--- config.mk ---
export PLATFORM = sky130hd
export DESIGN_NAME = gregorian_date_difference_top
export DESIGN_NICKNAME = d
export VERILOG_FILES = /design/src/sv/gdd_pkg.sv /design/src/sv/gregorian_date_difference_top.sv
export SDC_FILE = /design/constraint.sdc
export NUM_CORES = 1
export LEC_CHECK = 0
export ABC_AREA = 1
export ABC_CLOCK_PERIOD_IN_PS = 11200
export BUFFER_PORTS_ARGS = -buffer_cell sky130_fd_sc_hd__buf_2
export CORE_ASPECT_RATIO = 1.2
export CORE_UTILIZATION = 49
export CTS_CLUSTER_DIAMETER = 150
export DETAILED_ROUTE_END_ITERATION = 12
export PLACE_DENSITY = 0.76
export SKIP_CTS_REPAIR_TIMING = 1
export SYNTH_ARGS = -nofsm -noshare
export SYNTH_HDL_FRONTEND = slang
export SYNTH_SLANG_ARGS = --single-unit
--- constraint.sdc ---
create_clock -name clk_i -period 11.2 [get_ports clk_i]
set_clock_uncertainty 0.1 [all_clocks]
set_input_delay 1.12 -clock clk_i [delete_from_list [all_inputs] [get_ports clk_i]]
set_output_delay 1.12 -clock clk_i [all_outputs]
set_load 0.05 [all_outputs]
--- src/sv/gdd_pkg.sv ---
// gdd_pkg: types, constants and calendar helpers for the gregorian date difference block
// no dependencies; imported by gregorian_date_difference_top
`default_nettype none

package gdd_pkg;

  localparam int unsigned DAY_W   = 5;
  localparam int unsigned MONTH_W = 4;
  localparam int unsigned YEAR_W  = 14;
  localparam int unsigned DIFF_W  = 23;
  localparam int unsigned DNUM_W  = 22;   // day number of 31 dec 9999 is below 2**22
  localparam int unsigned CENT_W  = 8;    // year / 100 for a 14 bit year

  localparam logic [YEAR_W-1:0]  YEAR_MAX    = 14'd9999;
  localparam logic [MONTH_W-1:0] MONTHS      = 4'd12;
  localparam logic [MONTH_W-1:0] FEBRUARY    = 4'd2;
  localparam logic [12:0]        RECIP_100   = 13'd5243;  // 2**19 / 100, exact below 43699
  localparam int unsigned        RECIP_SHIFT = 19;
  localparam logic [8:0]         DAYS_YEAR   = 9'd365;
  localparam logic [6:0]         CENTURY     = 7'd100;

  typedef struct packed {
    logic [DAY_W-1:0]   first_day;
    logic [MONTH_W-1:0] first_month;
    logic [YEAR_W-1:0]  first_year;
    logic [DAY_W-1:0]   second_day;
    logic [MONTH_W-1:0] second_month;
    logic [YEAR_W-1:0]  second_year;
    logic               include_end_day;
  } gdd_req_t;

  typedef struct packed {
    logic signed [DIFF_W-1:0] day_difference;
    logic                     date_invalid;
  } gdd_res_t;

  // one date after the range checks
  typedef struct packed {
    logic [DAY_W-1:0]   day;
    logic [MONTH_W-1:0] month;
    logic [YEAR_W-1:0]  year;
    logic [CENT_W-1:0]  prev_cent;   // (year - 1) / 100
    logic               leap;
    logic               ok;
  } gdd_date_t;

  function automatic logic [DAY_W-1:0] month_len(input logic [MONTH_W-1:0] m,
                                                 input logic leap);
    logic [DAY_W-1:0] len;
    case (m)
      4'd2:                      len = leap ? 5'd29 : 5'd28;
      4'd4, 4'd6, 4'd9, 4'd11:   len = 5'd30;
      default:                   len = 5'd31;
    endcase
    return len;
  endfunction

  // days before the first of month m in a common year
  function automatic logic [8:0] days_before(input logic [MONTH_W-1:0] m);
    logic [8:0] n;
    case (m)
      4'd2:    n = 9'd31;
      4'd3:    n = 9'd59;
      4'd4:    n = 9'd90;
      4'd5:    n = 9'd120;
      4'd6:    n = 9'd151;
      4'd7:    n = 9'd181;
      4'd8:    n = 9'd212;
      4'd9:    n = 9'd243;
      4'd10:   n = 9'd273;
      4'd11:   n = 9'd304;
      4'd12:   n = 9'd334;
      default: n = 9'd0;
    endcase
    return n;
  endfunction

  function automatic gdd_date_t date_check(input logic [DAY_W-1:0]   d,
                                           input logic [MONTH_W-1:0] m,
                                           input logic [YEAR_W-1:0]  y);
    gdd_date_t          o;
    logic [26:0]        prod;
    logic [CENT_W-1:0]  cent;
    logic [YEAR_W-1:0]  rem;
    logic               rem_zero;
    prod     = 27'(y) * 27'(RECIP_100);
    cent     = prod[RECIP_SHIFT +: CENT_W];
    rem      = y - YEAR_W'(14'(cent) * 14'(CENTURY));
    rem_zero = (rem == '0);
    o.day       = d;
    o.month     = m;
    o.year      = y;
    o.leap      = ((y[1:0] == 2'd0) && !rem_zero) || (rem_zero && (cent[1:0] == 2'd0));
    // year - 1 crosses a century boundary only when year is a multiple of 100
    o.prev_cent = rem_zero ? cent - 8'd1 : cent;
    o.ok        = (y != '0) && (y <= YEAR_MAX) && (m != '0) && (m <= MONTHS) &&
                  (d != '0) && (d <= month_len(m, o.leap));
    return o;
  endfunction

  // proleptic day number, 1 for 1 january of year 1
  function automatic logic [DNUM_W-1:0] day_number(input gdd_date_t dt);
    logic [YEAR_W-1:0] p;
    logic [DNUM_W-1:0] n;
    p = dt.year - 14'd1;
    n = DNUM_W'(22'(p) * 22'(DAYS_YEAR)) + DNUM_W'(p >> 2)
      - DNUM_W'(dt.prev_cent) + DNUM_W'(dt.prev_cent >> 2)
      + DNUM_W'(days_before(dt.month))
      + DNUM_W'(dt.leap && (dt.month > FEBRUARY))
      + DNUM_W'(dt.day);
    return n;
  endfunction

endpackage

`default_nettype wire

--- src/sv/gregorian_date_difference_top.sv ---
// gregorian_date_difference_top: signed day count between two gregorian dates
// depends on gdd_pkg for the item types and calendar functions
//
//   port      dir  width  role
//   start_i   in   1      item offered on req_i
//   busy_o    out  1      always low, an item is taken every cycle
//   req_i     in   47     gdd_req_t, two dates and the end day flag
//   done_o    out  1      strobe, res_o holds a result for this cycle only
//   res_o     out  24     gdd_res_t, day difference and invalid flag
//
// four register stages: input, date check, day numbers, result
// done_o rises when the result register is loaded, after the input, date check and day
// number registers; one result per cycle
// reset clears the stage valid bits only; no clearing pass is needed
// the receiver cannot stall, so nothing is ever held back
`default_nettype none

module gregorian_date_difference_top import gdd_pkg::*; (
  input  wire logic     clk_i,
  input  wire logic     rst_ni,
  input  wire logic     start_i,
  output logic          busy_o,
  input  wire gdd_req_t req_i,
  output logic          done_o,
  output gdd_res_t      res_o
);

  logic              in_vld_q;
  gdd_req_t          in_q;
  logic              s1_vld_q;
  gdd_date_t         s1_first_q, s1_second_q;
  logic              s1_inc_q;
  gdd_date_t         s1_first_d, s1_second_d;
  logic              s2_vld_q;
  logic [DNUM_W-1:0] s2_n1_q, s2_n2_q;
  logic              s2_ok_q, s2_inc_q;
  logic              out_vld_q;
  gdd_res_t          res_q, res_d;
  logic              earlier;
  logic [DNUM_W-1:0] mag;
  logic [DIFF_W-1:0] mag_inc;

  assign busy_o = 1'b0;

  always_ff @(posedge clk_i or negedge rst_ni) begin
    if (!rst_ni) begin
      in_vld_q  <= 1'b0;
      s1_vld_q  <= 1'b0;
      s2_vld_q  <= 1'b0;
      out_vld_q <= 1'b0;
    end else begin
      in_vld_q  <= start_i && !busy_o;
      s1_vld_q  <= in_vld_q;
      s2_vld_q  <= s1_vld_q;
      out_vld_q <= s2_vld_q;
    end
  end

  assign s1_first_d  = date_check(in_q.first_day, in_q.first_month, in_q.first_year);
  assign s1_second_d = date_check(in_q.second_day, in_q.second_month, in_q.second_year);

  // stage 3: order, magnitude and sign
  always_comb begin
    earlier = s2_n1_q < s2_n2_q;
    mag     = earlier ? s2_n2_q - s2_n1_q : s2_n1_q - s2_n2_q;
    mag_inc = DIFF_W'(mag) + DIFF_W'(s2_inc_q);
    res_d.date_invalid = !s2_ok_q;
    if (!s2_ok_q) begin
      res_d.day_difference = '0;
    end else if (earlier) begin
      res_d.day_difference = mag_inc;
    end else begin
      res_d.day_difference = -mag_inc;
    end
  end

  always_ff @(posedge clk_i) begin
    if (start_i && !busy_o) begin
      in_q <= req_i;
    end
    s1_first_q  <= s1_first_d;
    s1_second_q <= s1_second_d;
    s1_inc_q    <= in_q.include_end_day;
    s2_n1_q     <= day_number(s1_first_q);
    s2_n2_q     <= day_number(s1_second_q);
    s2_ok_q     <= s1_first_q.ok && s1_second_q.ok;
    s2_inc_q    <= s1_inc_q;
    res_q       <= res_d;
  end

  assign done_o = out_vld_q;
  assign res_o  = res_q;

  a_latency: assert property (@(posedge clk_i) disable iff (!rst_ni)
    start_i && !busy_o |-> ##4 done_o)
    else $error("accepted item did not complete after four cycles");

  a_no_spurious: assert property (@(posedge clk_i) disable iff (!rst_ni)
    done_o |-> $past(s2_vld_q))
    else $error("result strobe without an item in the day number stage");

  a_invalid_zero: assert property (@(posedge clk_i) disable iff (!rst_ni)
    done_o && res_o.date_invalid |-> res_o.day_difference == '0)
    else $error("invalid date gave a nonzero difference");

  a_inc_nonzero: assert property (@(posedge clk_i) disable iff (!rst_ni)
    done_o && !res_o.date_invalid && $past(s2_inc_q) |-> res_o.day_difference != '0)
    else $error("end day included but difference is zero");

endmodule

`default_nettype wire
# [Yosys cells after proc, flatten, opt, wreduce, memory -nomap -nowiden]
# Memory sizes are Yosys's and may differ from the RTL's. A register that Yosys moved wholly into a read port is not among the register bits.
# Cells that the tools add are included.
[classes] add_sub_neg=22 n_mul=6 n_lt_le_gt_ge=9 eq_ne=10 mux=8 reduce_logical=36
[op_table] op="14-bit by 13-bit multiplier with 27-bit output, second input constant" n=2
[op_table] op="22-bit by 1-bit adder with 22-bit output" n=2
[op_table] op="22-bit by 12-bit adder with 22-bit output" n=2
[op_table] op="22-bit by 5-bit adder with 22-bit output" n=2
[op_table] op="22-bit by 6-bit adder with 22-bit output" n=2
[op_table] op="22-bit by 9-bit adder with 22-bit output" n=2
[op_table] op="14-bit by 9-bit multiplier with 22-bit output, second input constant" n=2
[op_table] op="22-bit subtractor" n=2
[op_table] op="22-bit by 8-bit subtractor with 22-bit output" n=2
[op_table] op="14-bit less-or-equal comparator, second input constant" n=2
[op_table] op="14-bit logical NOT" n=2
[op_table] op="14-bit nonzero test" n=2
[op_table] op="14-bit by 1-bit subtractor with 14-bit output, second input constant" n=2
[op_table] op="14-bit subtractor" n=2
[op_table] op="8-bit by 5-bit multiplier with 12-bit output, second input constant" n=2
[op_table] op="22-bit by 1-bit adder with 23-bit output" n=1
[op_table] op="23-bit two-way mux" n=1
[op_table] op="23-bit negation" n=1
[op_table] op="22-bit < comparator" n=1
[op_table] op="22-bit two-way mux" n=1
[op_table] op="1-bit logical AND" n=17
[op_table] op="4-bit by 3-bit equality test with 1-bit output, second input constant" n=4
[op_table] op="4-bit equality test, second input constant" n=4
[op_table] op="8-bit two-way mux" n=2
[op_table] op="14 further kinds" n=29
[totals] reg_bits=188 mem_bits_ro=288 out_inout_bits=26 wordCells=123 mem_count=2
[memory_table] name="(no name shown)" depth=16 width=9 read_ports=1 rd_clocked_by_memory_dff=1 wr=0 line_no="gdd_pkg.sv:61" rtl="case (m)"
[memory_table] name="(no name shown)" depth=16 width=9 read_ports=1 rd_clocked_by_memory_dff=1 wr=0 line_no="gdd_pkg.sv:61"

# [Depth between registers and ports, before layout]
[depth] ltp_word=11 depth_mapped=51 depth_no_buf=51

# [Worst setup path after synthesis]
# No wires, ideal clock.
[synth_timing] kind="flip-flop to flip-flop" start="reg in_q[35] (netlist name)" end="reg s1_first_q[0] (netlist name)" setup_time_ns=0.117 arrival_ns=8.448 t_required_ns=10.983 slack_ns=2.536 path_stages_with_launch=46 path_buffers=0 synth_period_minus_slack_ns=8.664 path_cell_list="edfxtp_1 ha_1 fa_1 fa_1 fa_1 inv_1 fa_1 inv_1 ha_1 a21o_1 a21oi_1 nand2_1 nand2_1 nand3_1 nand3_1 nand2_1 xnor2_1 inv_1 (+10 left out) a21oi_1 xor2_1 ha_1 inv_1 nor3_1 a211oi_1 nand3_1 nand2_1 nand3_1 nor2_1 nand3_1 nand3_1 nand2_1 ha_1 a21oi_1 o21ai_0 o211ai_1 nor2_1"
[synth_rtl] element="start: declaration" line_no="gregorian_date_difference_top.sv:29" rtl="gdd_req_t in_q;"
[synth_rtl] element="start signal: assignment" line_no="gregorian_date_difference_top.sv:79" rtl="in_q <= req_i;"
[synth_rtl] element="end signal: assignment" line_no="gregorian_date_difference_top.sv:81" rtl="s1_first_q <= s1_first_d;"
[synth_rtl] element="end: declaration" line_no="gregorian_date_difference_top.sv:31" rtl="gdd_date_t s1_first_q, s1_second_q;"

==> results.toml <==
[status]
status = "complete, no violations"

[worst_setup_path]
path_max_fanout = 11
end_kind = "flip-flop"
critPathKind = "flip-flop to flip-flop"
max_stage_delay_ns = 0.75
reg2reg_depth = 46
path_common_cell = "inv_1"
cp.required_ns = 11.53
cp_slowest_cell = "edfxtp_1"
cp.arrival_ns = 10.11
setup.worst_path.start_class = "flip-flop"
crit_buf_inv = 8
crit_family = "adder cells"
cp.depth = 46

[cells_and_area]
layout_common_cells = "809 x inv_1, 632 x nand2_1, 546 x ha_1"
areaGrowthSynthToFinish_pct = 7.242
num-nets-final = 4459
drive_above_1_share = 0.05302
antenna_cells = 0
layout_commonest_cell = "inv_1"
fillCellCount = 5314

[clock_network]
htreeDepth = 1
cts_tree = "done"
cts_made_buffers = 25
clk_latency_ns = 0.55
cts.sinks = 206
path_clk_slew_ns = 0.06
clockBufferDepth = 3
root_buffer = "clkbuf_16"

[logic_synthesis]
ys_seq_area_frac = 0.1608
syn_inst = 3459
synth.cell_area_mm2 = 0.02870
ys_seq_elements = 206
avgSynthCellArea_um2 = 8.296
yosysWarnings = 0
ys_types = 52
synth_nets = 4371

[floorplan]
die_x_um = 222.9
rows = 96
core_mm2 = 0.05754
dieArea_mm2 = 0.05954
ios = 76
fp.dieH_um = 267.1
initial_core_util = 0.4988

[drt]
first_pass_iters = 6
dr_total_vias = 21720
wl_um = 63640
post_drt_via_cell_ratio = 5.052
wire_per_inst_um = 14.80
drcViolationCount = 0
drt_iter0_markers = 844
drtAntennaViolNets = 0

[grt]
antenna_found_initial = 2
overflow = 0
grtUsageTotal = 0.2217
grt_pass1_vias = 22380
grt_use_met1 = 0.2600
grt_first_pass_wirelength_um = 106600
grt_use_met2 = 0.4072
met3_usage = 0.02139
busiest_layer = "met2"
grt_max_degree = 49

[timing]
fmax_mhz = 102.2
slew_viol_final = 0
tightest_slew_ns = 0.7315
setup_tns_ns = 0
min_period_ns = 9.784
relSlewSlack = 0.5107
rsz0062_at_grt = "no"
setup_viol = 0
final.period_utilization = 0.8736
hold_viol = 0

[placement]
dp_hpwl_um = 55230
gp_congestion = 0.9808
io_buffers = 74

[min_path]
holdPathStages = 0
hp-class = "flip-flop to flip-flop"

[run]
max-cap-violations = 0
flip-flops by register name, indices dropped and copies added, names as in the netlist, 22 cells and up, named ones only:
name and flops:
s2_n2_q 22, in_q 47, res_o 24, s1_first_q 33, s2_n1_q 22, s1_second_q 33
per-layer routing:
metal,wire length [µm],vias to the layer above
met5,22,-
met4,3078,4
met3,2305,143
met2,31750,380
met1,26480,10200
li1,-,11000
cell usage after synthesis, drive strengths merged:
cell type,count,area share
conb,1,0.00013
or3,2,0.00044
edfxtp,47,0.049
o22ai,2,0.00044
dfxtp,155,0.11
nor3,27,0.0049
nand2,655,0.088
fa,316,0.22
o21bai,14,0.0037
o211ai,2,0.00052
a21boi,7,0.0018
or2,1,0.00022
clkbuf,6,0.00078
xnor2,48,0.015
and2,5,0.0011
nor4,1,0.00022
a21o,12,0.0031
nand3b,4,0.0010
ha,546,0.24
buf,9,0.0022
nand3,165,0.031
nand4,54,0.012
a221oi,2,0.00061
xor2,90,0.027
and3,3,0.00065
nor3b,2,0.00052
a21oi,160,0.028
o21ai,93,0.017
inv,817,0.11
o2111ai,2,0.00061
nor2,188,0.028
a221o,2,0.00070
a31oi,6,0.0013
o21a,4,0.0010
a211oi,6,0.0016
clkinv,1,0.00013
dfrtp,4,0.0035
final timing paths:
kind,start,end,slack (ns)
worst max-delay path,in_q[35],s1_first_q[0],1.42
worst min-delay path,s2_vld_q,done_o,0.25
worst max register to register,in_q[35],s1_first_q[0],1.42
worst min register to register,s2_vld_q,done_o,0.25
max in group asynchronous,rst_ni,s2_vld_q,10.62
min in group asynchronous,rst_ni,in_vld_q,0.26
through the flow:
step | util | hold WS (ns) | setup WS (ns) | cells | area [µm²]
finish | 0.5349 | 0.2518 | 1.416 | 4300 | 30780
global route | 0.5349 | 0.2500 | 0.6155 | 4300 | 30780
CTS | 0.5349 | 0.2375 | 1.449 | 4300 | 30780
detailed placement | 0.5200 | 0.2373 | 1.520 | 4255 | 29920
global placement | 0.5200 | 0.2319 | 1.615 | 4255 | 29920
floorplan | - | 0.2096 | 2.536 | 3459 | 28700
cell type report:
cell class                 instances  area (µm²)  area share
clock inverter                    10       112.6    0.003659
tap                              735       919.6     0.02988
clock buffer                      35       747.0     0.02427
sequential                       206        4614      0.1499
multi-input combinational       2420       20930      0.6800
timing repair buffer              76       385.4     0.01252
inverter                         818        3070     0.09977
kinds of logic (layout without fill, tap and decap cells):
| group | count (synthesis) | after routing | share of synthesized area |
|---|---|---|---|
| AND/OR/NAND/NOR | 1107 | 1107 | 0.1680 |
| adder cells (fa/ha/maj) | 862 | 862 | 0.4585 |
| buffers and inverters | 833 | 939 | 0.1100 |
| AO/OA/AOI/OAI | 312 | 312 | 0.06047 |
| flip-flops | 206 | 206 | 0.1608 |
| XOR/XNOR | 138 | 138 | 0.04212 |
| other | 1 | 1 | 0.0001307 |
Power is not shown: default switching activity piles up to over one toggle a cycle in this logic, so the estimate is an artifact.
